File: src/rtl/sha1md_pkg.sv
// Shared types and constants for the SHA-1 message digest core.
package sha1md_pkg;

  localparam int NUM_WORDS   = 5;
  localparam int ROUND_W     = 7;
  localparam int FILL_W      = 6;
  localparam int BLK_CNT_W   = 55;
  localparam int WORD_NUM_W  = 3;

  typedef logic [31:0]                word_t;
  typedef logic [NUM_WORDS-1:0][31:0] chain_t;
  typedef logic [7:0]                 byte_t;

  // Index 0 is H0.
  localparam chain_t H_INIT = {32'hC3D2E1F0, 32'h10325476, 32'h98BADCFE,
                               32'hEFCDAB89, 32'h67452301};

  localparam logic [ROUND_W-1:0]    LAST_ROUND = ROUND_W'(79);
  localparam logic [FILL_W-1:0]     LAST_FILL  = FILL_W'(63);
  localparam logic [FILL_W-1:0]     LEN_POS    = FILL_W'(56);
  localparam logic [WORD_NUM_W-1:0] LAST_WORD  = WORD_NUM_W'(NUM_WORDS - 1);
  localparam byte_t                 PAD_BYTE   = 8'h80;

  typedef struct packed {
    logic load;
    logic step;
    logic [ROUND_W-1:0] round;
  } round_ctrl_t;

  typedef struct packed {
    logic shift_byte;
    logic step;
  } sched_ctrl_t;

endpackage

File: src/rtl/sha1_message_digest_core.sv
// SHA-1 message digest core: byte intake, padding sequencer and digest output.
//
// Message bytes enter one per item while the core is idle.
// The 64th byte of a block starts a compression: 80 rounds through the
// single shared round unit, one a cycle, then the chaining-value add.
// The end-of-message item starts padding, which shifts one pad or length
// byte a cycle into the block buffer: 64 - fill bytes when the tail holds
// fewer than 56 bytes, else 128 - fill across two blocks (72 at most), each
// block followed by a compression. The five digest words H0..H4 then come
// out one per accepted result item, and the core returns to the initial
// chaining values. in_stall is high whenever the core is not idle.
module sha1_message_digest_core (
  input  logic        clk,
  input  logic        rst_n,
  input  logic        in_valid,
  output logic        in_stall,
  input  logic [7:0]  in_data_byte,
  input  logic        in_byte_present,
  input  logic        in_end_of_message,
  output logic        out_valid,
  input  logic        out_stall,
  output logic [31:0] out_digest_word,
  output logic [2:0]  out_word_number,
  output logic        out_last_word
);
  import sha1md_pkg::*;

  typedef enum logic [4:0] {
    ST_IDLE  = 5'b00001,
    ST_ROUND = 5'b00010,
    ST_ADD   = 5'b00100,
    ST_PAD   = 5'b01000,
    ST_EMIT  = 5'b10000
  } state_t;

  state_t                  state_r, state_nxt;
  chain_t                  h_r, h_nxt;
  logic [FILL_W-1:0]       fill_r, fill_nxt;
  logic [BLK_CNT_W-1:0]    blk_cnt_r, blk_cnt_nxt;
  logic [63:0]             len_r, len_nxt;
  logic [ROUND_W-1:0]      round_r, round_nxt;
  logic [WORD_NUM_W-1:0]   word_r, word_nxt;
  logic                    pad_mode_r, pad_mode_nxt;
  logic                    first_r, first_nxt;
  logic                    lenok_r, lenok_nxt;
  logic                    fin_r, fin_nxt;

  logic                    in_acc;
  logic                    len_slot;
  logic [FILL_W-1:0]       fill_inc;
  logic [FILL_W-1:0]       fill_after;
  logic [BLK_CNT_W-1:0]    blk_after;
  byte_t                   pad_byte;
  byte_t                   sched_byte;
  word_t                   w_cur;
  chain_t                  work;
  round_ctrl_t             rctrl;
  sched_ctrl_t             sctrl;

  assign in_stall  = (state_r != ST_IDLE);
  assign in_acc    = in_valid && !in_stall;
  assign fill_inc  = fill_r + FILL_W'(1);
  assign len_slot  = lenok_r && (fill_r >= LEN_POS);

  always_comb begin
    if (first_r) begin
      pad_byte = PAD_BYTE;
    end else if (len_slot) begin
      pad_byte = len_r[63:56];
    end else begin
      pad_byte = 8'h00;
    end
  end

  assign sched_byte = (state_r == ST_PAD) ? pad_byte : in_data_byte;

  // Bit count of completed blocks always has its low nine bits clear.
  assign fill_after = in_byte_present ? fill_inc : fill_r;
  assign blk_after  = (in_byte_present && fill_r == LAST_FILL) ?
                      blk_cnt_r + BLK_CNT_W'(1) : blk_cnt_r;

  always_comb begin
    state_nxt    = state_r;
    h_nxt        = h_r;
    fill_nxt     = fill_r;
    blk_cnt_nxt  = blk_cnt_r;
    len_nxt      = len_r;
    round_nxt    = round_r;
    word_nxt     = word_r;
    pad_mode_nxt = pad_mode_r;
    first_nxt    = first_r;
    lenok_nxt    = lenok_r;
    fin_nxt      = fin_r;
    rctrl        = '0;
    rctrl.round  = round_r;
    sctrl        = '0;

    case (state_r)
      ST_IDLE: begin
        if (in_acc) begin
          fin_nxt   = 1'b0;
          first_nxt = 1'b1;
          lenok_nxt = 1'b0;
          if (in_end_of_message) begin
            len_nxt      = {blk_after, fill_after, 3'b000};
            pad_mode_nxt = 1'b1;
            state_nxt    = ST_PAD;
          end
          if (in_byte_present) begin
            sctrl.shift_byte = 1'b1;
            fill_nxt         = fill_inc;
            blk_cnt_nxt      = blk_after;
            if (fill_r == LAST_FILL) begin
              rctrl.load = 1'b1;
              round_nxt  = '0;
              state_nxt  = ST_ROUND;
            end
          end
        end
      end
      ST_PAD: begin
        sctrl.shift_byte = 1'b1;
        fill_nxt         = fill_inc;
        first_nxt        = 1'b0;
        if (first_r) begin
          lenok_nxt = (fill_r < LEN_POS);
        end
        if (!first_r && len_slot) begin
          len_nxt = {len_r[55:0], 8'h00};
        end
        if (fill_r == LAST_FILL) begin
          fin_nxt    = !first_r && lenok_r;
          rctrl.load = 1'b1;
          round_nxt  = '0;
          state_nxt  = ST_ROUND;
        end
      end
      ST_ROUND: begin
        rctrl.step = 1'b1;
        sctrl.step = 1'b1;
        round_nxt  = round_r + ROUND_W'(1);
        if (round_r == LAST_ROUND) begin
          state_nxt = ST_ADD;
        end
      end
      ST_ADD: begin
        for (int i = 0; i < NUM_WORDS; i++) begin
          h_nxt[i] = h_r[i] + work[i];
        end
        if (!pad_mode_r) begin
          state_nxt = ST_IDLE;
        end else if (fin_r) begin
          word_nxt  = '0;
          state_nxt = ST_EMIT;
        end else begin
          // padding spills into, or starts in, a fresh block
          lenok_nxt = 1'b1;
          state_nxt = ST_PAD;
        end
      end
      ST_EMIT: begin
        if (!out_stall) begin
          if (word_r == LAST_WORD) begin
            h_nxt        = H_INIT;
            fill_nxt     = '0;
            blk_cnt_nxt  = '0;
            pad_mode_nxt = 1'b0;
            state_nxt    = ST_IDLE;
          end else begin
            word_nxt = word_r + WORD_NUM_W'(1);
          end
        end
      end
      default: begin
        state_nxt = ST_IDLE;
      end
    endcase
  end

  always_ff @(posedge clk) begin
    if (!rst_n) begin
      state_r    <= ST_IDLE;
      h_r        <= H_INIT;
      fill_r     <= '0;
      blk_cnt_r  <= '0;
      round_r    <= '0;
      word_r     <= '0;
      pad_mode_r <= 1'b0;
      first_r    <= 1'b0;
      lenok_r    <= 1'b0;
      fin_r      <= 1'b0;
    end else begin
      state_r    <= state_nxt;
      h_r        <= h_nxt;
      fill_r     <= fill_nxt;
      blk_cnt_r  <= blk_cnt_nxt;
      round_r    <= round_nxt;
      word_r     <= word_nxt;
      pad_mode_r <= pad_mode_nxt;
      first_r    <= first_nxt;
      lenok_r    <= lenok_nxt;
      fin_r      <= fin_nxt;
    end
  end

  always_ff @(posedge clk) begin
    len_r <= len_nxt;
  end

  sha1md_sched u_sched (
    .clk     (clk),
    .ctrl    (sctrl),
    .byte_in (sched_byte),
    .w_out   (w_cur)
  );

  sha1md_round u_round (
    .clk      (clk),
    .ctrl     (rctrl),
    .chain_in (h_r),
    .w_in     (w_cur),
    .work_out (work)
  );

  assign out_valid       = (state_r == ST_EMIT);
  assign out_digest_word = h_r[word_r];
  assign out_word_number = word_r;
  assign out_last_word   = (word_r == LAST_WORD);

endmodule

File: src/rtl/sha1md_sched.sv
// Block buffer as a 512-bit shift line that also runs the message schedule.
module sha1md_sched (
  input  logic                      clk,
  input  sha1md_pkg::sched_ctrl_t   ctrl,
  input  sha1md_pkg::byte_t         byte_in,
  output sha1md_pkg::word_t         w_out
);
  import sha1md_pkg::*;

  logic [511:0] blk_r;
  logic [511:0] blk_nxt;
  word_t        mix;
  word_t        w_new;

  // Window holds w[t..t+15], w[t] on top.
  assign mix   = blk_r[95:64] ^ blk_r[255:224] ^ blk_r[447:416] ^ blk_r[511:480];
  assign w_new = {mix[30:0], mix[31]};
  assign w_out = blk_r[511:480];

  always_comb begin
    blk_nxt = blk_r;
    if (ctrl.shift_byte) begin
      blk_nxt = {blk_r[503:0], byte_in};
    end else if (ctrl.step) begin
      blk_nxt = {blk_r[479:0], w_new};
    end
  end

  always_ff @(posedge clk) begin
    blk_r <= blk_nxt;
  end

endmodule

File: src/rtl/sha1md_round.sv
// Shared SHA-1 round unit with the a..e working registers.
module sha1md_round (
  input  logic                      clk,
  input  sha1md_pkg::round_ctrl_t   ctrl,
  input  sha1md_pkg::chain_t        chain_in,
  input  sha1md_pkg::word_t         w_in,
  output sha1md_pkg::chain_t        work_out
);
  import sha1md_pkg::*;

  localparam word_t K0 = 32'h5A827999;
  localparam word_t K1 = 32'h6ED9EBA1;
  localparam word_t K2 = 32'h8F1BBCDC;
  localparam word_t K3 = 32'hCA62C1D6;

  chain_t work_r;
  chain_t work_nxt;
  word_t  a, b, c, d, e;
  word_t  f, k, tmp;

  assign a = work_r[0];
  assign b = work_r[1];
  assign c = work_r[2];
  assign d = work_r[3];
  assign e = work_r[4];

  always_comb begin
    if (ctrl.round < ROUND_W'(20)) begin
      f = (b & c) | (~b & d);
      k = K0;
    end else if (ctrl.round < ROUND_W'(40)) begin
      f = b ^ c ^ d;
      k = K1;
    end else if (ctrl.round < ROUND_W'(60)) begin
      f = (b & c) | (b & d) | (c & d);
      k = K2;
    end else begin
      f = b ^ c ^ d;
      k = K3;
    end
  end

  assign tmp = {a[26:0], a[31:27]} + f + e + k + w_in;

  always_comb begin
    work_nxt = work_r;
    if (ctrl.load) begin
      work_nxt = chain_in;
    end else if (ctrl.step) begin
      work_nxt[0] = tmp;
      work_nxt[1] = a;
      work_nxt[2] = {b[1:0], b[31:2]};
      work_nxt[3] = c;
      work_nxt[4] = d;
    end
  end

  always_ff @(posedge clk) begin
    work_r <= work_nxt;
  end

  assign work_out = work_r;

endmodule

File: config.mk
export PLATFORM = sky130hd
export DESIGN_NAME = sha1_message_digest_core
export DESIGN_NICKNAME = d
export VERILOG_FILES = /design/src/rtl/sha1md_pkg.sv /design/src/rtl/sha1_message_digest_core.sv /design/src/rtl/sha1md_sched.sv /design/src/rtl/sha1md_round.sv
export SDC_FILE = /design/constraint.sdc
export NUM_CORES = 2
export LEC_CHECK = 0
export ABC_AREA = 1
export ABC_CLOCK_PERIOD_IN_PS = 26900
export BUFFER_PORTS_ARGS = -buffer_cell sky130_fd_sc_hd__buf_2
export CORE_MARGIN = 2
export CORE_UTILIZATION = 30
export CTS_CLUSTER_SIZE = 40
export DETAILED_ROUTE_END_ITERATION = 8
export HOLD_SLACK_MARGIN = 0.08
export SYNTH_ARGS = -nofsm -noshare
export SYNTH_HDL_FRONTEND = slang
export SYNTH_SLANG_ARGS = --single-unit
File: constraint.sdc
create_clock -name clk -period 26.9 [get_ports clk]
set_input_delay 1.345 -clock clk [delete_from_list [all_inputs] [get_ports clk]]
set_output_delay 1.345 -clock clk [all_outputs]
set_load 0.005 [all_outputs]
==> tab_implementation.tex <==
\begin{tabular}{lr}
\hline
Metric & Value \\
\hline
\multicolumn{2}{l}{\textbf{Setup path}} \\
\quad Count of cells along the worst register-to-register path & 24 \\
\quad Critical Setup Path Class & reg -> reg \\
\quad Worst endpoint required time & 27.42 ns \\
\quad CP Cell Sequence & nand2\_1 -> nor2\_1 -> nor2\_2 -> nand2\_1 -> buf\_4 -> nand2\_1 -> buf\_4 -> inv\_2 -> a221oi\_1 -> fa\_1 -> inv\_1 -> fa\_1 -> inv\_1 -> fa\_1 -> inv\_1 -> ha\_1 -> a21oi\_1 -> nand3\_1 -> nand2\_1 -> nand2\_1 -> a21oi\_1 -> nand3\_1 -> nand3\_1 -> nand2\_1 \\
\quad Buf+Inv Stages, Crit Path & 6 \\
\quad R2R Setup Slk & 20.79 ns \\
\quad Data arrival time of the critical path & 6.63 ns \\
\quad Highest fanout seen on the critical path & 22 \\
\quad CP endpoint kind & flop \\
\quad RR Endpoint & u\_round.a[31] \\
\quad Family of cells with the greatest summed delay on the critical path & simple AND/OR/NAND/NOR gates \\
\quad Delay contributed by the slowest stage of the critical path & 0.58 ns \\
\quad Critical path's slowest cell & sky130\_fd\_sc\_hd\_\_nor2\_2 \\
\quad Startpoint type of the worst setup path & flop \\
\quad Cell repeated most along the worst path & sky130\_fd\_sc\_hd\_\_nand2\_1 \\
\quad Origin of the critical flop-to-flop path & round\_r[4] \\
\multicolumn{2}{l}{\textbf{Clocking}} \\
\quad TritonCTS clock tree & done \\
\quad Maximum level of the CTS H-tree & 3 \\
\quad Number of clock sinks seen by CTS & 973 \\
\quad Largest buffer count on any clock path & 3 \\
\quad Source-to-sink clock delay at the later pin of the worst-skew pair & 0.79 ns \\
\quad Resized Gates After CTS & 0 \\
\quad Total clock buffers created by CTS & 111 \\
\quad \# Post-CTS Setup Buffers & 0 \\
\quad Root buffer cell & sky130\_fd\_sc\_hd\_\_clkbuf\_16 \\
\quad Clk slew on worst S/H paths & 0.07 ns \\
\quad Hold-fix buffers at CTS & 0 \\
\multicolumn{2}{l}{\textbf{Yosys}} \\
\quad Most used standard cell by instance count after synthesis & sky130\_fd\_sc\_hd\_\_nand2\_1 \\
\quad Proportion of synthesized chip area in sequential cells & 43.69\% \\
\quad Number of distinct standard cells referenced by the synthesized netlist & 51 \\
\quad Post-synth top area cell & sky130\_fd\_sc\_hd\_\_edfxtp\_1 \\
\quad Primary FF master, synth & sky130\_fd\_sc\_hd\_\_edfxtp\_1 \\
\quad Yosys warning count & 0 \\
\quad EDFF count, synth & 733 \\
\quad Cell Area, Synth & 0.06138 sq mm \\
\quad Leading cell types by total area after synthesis & sky130\_fd\_sc\_hd\_\_edfxtp\_1 36\%, sky130\_fd\_sc\_hd\_\_nand2\_1 16\%, sky130\_fd\_sc\_hd\_\_dfxtp\_1 7.8\% \\
\quad Synth Register Bits & 973 \\
\quad Net Count, Synth & 8393 \\
\quad Average cell area after synthesis & 7.620 sq um \\
\quad Cell count after synthesis & 8055 \\
\quad List of most frequent post-synthesis cells & 2673 x sky130\_fd\_sc\_hd\_\_nand2\_1, 1138 x sky130\_fd\_sc\_hd\_\_inv\_1, 796 x sky130\_fd\_sc\_hd\_\_o21ai\_0 \\
\quad Async S/R FF share, synth & 0\% \\
\quad Synth top area share & 35.86\% \\
\multicolumn{2}{l}{\textbf{Floorplanning}} \\
\quad Core Rows & 166 \\
\quad Die area & 0.2082 sq mm \\
\quad Vertical extent of the die & 456.3 microns \\
\quad Core box area & 0.2040 sq mm \\
\quad Effective utilization at floorplan & 30.09\% \\
\quad Number of top-level pins & 52 \\
\quad Horizontal die dimension & 456.3 microns \\
\multicolumn{2}{l}{\textbf{Power and ir drop}} \\
\quad Power, Total & 3.940 mW \\
\quad Pwr Density & 58.02 mW/mm\^{}2 \\
\quad Peak supply drop & 0.06828 mV \\
\quad Leakage power & 29.13 nW \\
\multicolumn{2}{l}{\textbf{Run}} \\
\quad \# Max-Cap Violations & 0 \\
\multicolumn{2}{l}{\textbf{Timing}} \\
\quad Number of max-slew violations in the final report & 0 \\
\quad Setup violations, final & 0 \\
\quad Slew Limit Headroom & 20.77\% \\
\quad Period minus WS final & 6.107 ns \\
\quad Ratio of final minimum period to clock period & 22.70\% \\
\quad Achievable Freq & 0.1638 GHz \\
\quad Max Clock Skew & 0.06266 ns \\
\quad Post-route setup TNS & 0 ns \\
\quad Setup repair after global routing missed its margin & false \\
\quad Worst Tran Pin Value & 1.176 ns \\
\quad Final hold vios & 0 \\
\multicolumn{2}{l}{\textbf{Placed design}} \\
\quad Routability-driven placement congestion ratio & 1.018 \\
\quad Number of buffers inserted by port buffering & 51 \\
\quad Detail Placement HPWL & 164700 microns \\
\multicolumn{2}{l}{\textbf{Finish}} \\
\quad Net count reported at finish & 8331 \\
\quad Register area & 0.02682 sq mm \\
\quad Area of combinational cells with multiple inputs & 0.02904 sq mm \\
\quad Area growth from synthesis to layout & 10.63\% \\
\quad Share of final-layout standard cells stronger than drive strength 1 & 4.254\% \\
\quad Filler Cells Inserted & 21730 \\
\multicolumn{2}{l}{\textbf{Global routing}} \\
\quad Vias in the first global route & 51120 \\
\quad Total gr overflow & 0 \\
\quad GRT Resource Usage Total & 20.42\% \\
\quad Global-route wire length before repair & 324500 microns \\
\quad Pin count of the biggest net entering global routing & 181 \\
\quad Antenna violations before repair & 7 \\
\multicolumn{2}{l}{\textbf{Route}} \\
\quad Total length of routed wires & 218700 microns \\
\quad Violation count after the first detailed-route iteration & 6257 \\
\quad Residual DRC & 0 \\
\quad Detail-routed net length per standard cell & 20.29 microns \\
\quad Antenna viol nets, final & 0 \\
\quad Detailed-route via count & 53750 \\
\quad Detailed-route vias per instance & 4.987 \\
\quad First-pass iteration count of the detailed router & 6 \\
\multicolumn{2}{l}{\textbf{Hold path}} \\
\quad Hold Path End & first\_r \\
\quad Startpoint of the worst hold path & first\_r \\
\quad Hold-critical path depth & 2 \\
\quad Worst min-delay path class & reg -> reg \\
\multicolumn{2}{l}{\textbf{Status}} \\
\quad Run status & completed \\
\hline
\end{tabular}
[per-layer routing]
layer,GRT usage [%],up-vias,routed length (microns)
met2,31.01,1980,93890
met3,3.756,397,17140
met1,28.35,25420,97230
met4,8.730,4,10430
met5,0,-,14
li1,-,25950,-
[sequential cells by signal, summed over array words and instances (netlist names), 55 cells and up]
name           count
u_sched.blk_r    512
h_r              160
len_r             61
blk_cnt_r         55
[layout make-up]
type,instances,share of cell area (%)
multi-input combinational,5647,42.77
sequential,973,39.49
inverter,1152,6.397
tap,2688,4.953
clock buffer,146,4.450
timing repair buffer,108,1.024
clock inverter,61,0.9102
antenna,2,0.007370
[through the flow]
step / setup slack (ns) / hold WS, ns / std cells / cell area [sq um] / utilization, %
finish: 20.79 / 0.4706 / 10780 / 67910 / 33.29
global route: 20.38 / 0.5021 / 10780 / 67900 / 33.29
CTS: 20.90 / 0.4738 / 10780 / 67900 / 33.29
detailed placement: 20.94 / 0.4598 / 10570 / 64260 / 31.51
global placement: 20.98 / 0.4558 / 10570 / 64260 / 31.51
floorplan: 12.82 / 0.4440 / 8055 / 61380 / -
[worst reg2reg max path, cell delays in order (launching register included)]
cell and delay, ns:
sky130_fd_sc_hd__dfxtp_1 0.37, sky130_fd_sc_hd__nand2_1 0.15, sky130_fd_sc_hd__nor2_1 0.09, sky130_fd_sc_hd__nor2_2 0.58
sky130_fd_sc_hd__nand2_1 0.10, sky130_fd_sc_hd__buf_4 0.26, sky130_fd_sc_hd__nand2_1 0.17, sky130_fd_sc_hd__buf_4 0.26
sky130_fd_sc_hd__inv_2 0.22, sky130_fd_sc_hd__a221oi_1 0.41, sky130_fd_sc_hd__fa_1 0.48, sky130_fd_sc_hd__inv_1 0.08
sky130_fd_sc_hd__fa_1 0.40, sky130_fd_sc_hd__inv_1 0.08, sky130_fd_sc_hd__fa_1 0.42, sky130_fd_sc_hd__inv_1 0.07
sky130_fd_sc_hd__ha_1 0.28, sky130_fd_sc_hd__a21oi_1 0.32, sky130_fd_sc_hd__nand3_1 0.34, sky130_fd_sc_hd__nand2_1 0.16
sky130_fd_sc_hd__nand2_1 0.14, sky130_fd_sc_hd__a21oi_1 0.20, sky130_fd_sc_hd__nand3_1 0.09, sky130_fd_sc_hd__nand3_1 0.10
sky130_fd_sc_hd__nand2_1 0.06
[worst max path at each step]
stage	start	endpoint	slack, ns	cells past startpoint
after floorplan	in_byte_present	u_sched.blk_r[0]	12.82	6
after global placement	round_r[4]	u_round.a[25]	20.98	28
after detailed placement	round_r[4]	u_round.a[31]	20.94	24
after CTS	round_r[4]	u_round.a[31]	20.90	24
after global routing	round_r[4]	u_round.a[31]	20.38	24
final	round_r[4]	u_round.a[31]	20.79	24
[cells by family (layout without fill, tap and decap cells)]
| family | count (synthesis) | count (layout) | synth area share [%] |
|---|---|---|---|
| and+or+nand+nor | 3764 | 3764 | 24.82 |
| buffers and inverters | 1435 | 1467 | 9.073 |
| AOI/OAI and AO/OA | 1374 | 1374 | 11.72 |
| DFF | 973 | 973 | 43.69 |
| adders and majority gates | 324 | 324 | 8.060 |
| xor gates and xnor gates | 185 | 185 | 2.640 |
| other | 0 | 2 | 0 |
[placed cells by master (no fill, tap or decap), types with 11 or more instances in the layout]
master,instances
sky130_fd_sc_hd__o21bai_1,29
sky130_fd_sc_hd__nand2_1,2672
sky130_fd_sc_hd__buf_4,56
sky130_fd_sc_hd__nand3b_1,19
sky130_fd_sc_hd__inv_1,1135
sky130_fd_sc_hd__nand3_1,439
sky130_fd_sc_hd__clkinv_2,22
sky130_fd_sc_hd__clkbuf_1,26
sky130_fd_sc_hd__a31oi_1,13
sky130_fd_sc_hd__a21oi_1,446
sky130_fd_sc_hd__or2_2,34
sky130_fd_sc_hd__nor3_1,57
sky130_fd_sc_hd__ha_1,205
sky130_fd_sc_hd__nor4_1,11
sky130_fd_sc_hd__dfxtp_1,239
sky130_fd_sc_hd__o21ai_0,796
sky130_fd_sc_hd__edfxtp_1,733
sky130_fd_sc_hd__xor2_1,86
sky130_fd_sc_hd__o21ai_1,11
sky130_fd_sc_hd__o22ai_1,16
sky130_fd_sc_hd__and2_1,17
sky130_fd_sc_hd__fa_1,119
sky130_fd_sc_hd__nor2_1,428
sky130_fd_sc_hd__xnor2_1,99
sky130_fd_sc_hd__clkinv_1,18
sky130_fd_sc_hd__nand4_1,63
sky130_fd_sc_hd__clkbuf_16,113
sky130_fd_sc_hd__o211ai_1,12
sky130_fd_sc_hd__buf_2,51
[power breakdown]
part           switching, mW  internal [mW]  total (mW)  leakage [nW]
Sequential            0.0547           1.77        1.83          8.75
Combinational          0.391          0.169       0.560          18.6
Clock                  0.680          0.870        1.55          1.78
Total                   1.13           2.81        3.94          29.1
Note: power is estimated with default switching activity, not from simulation.
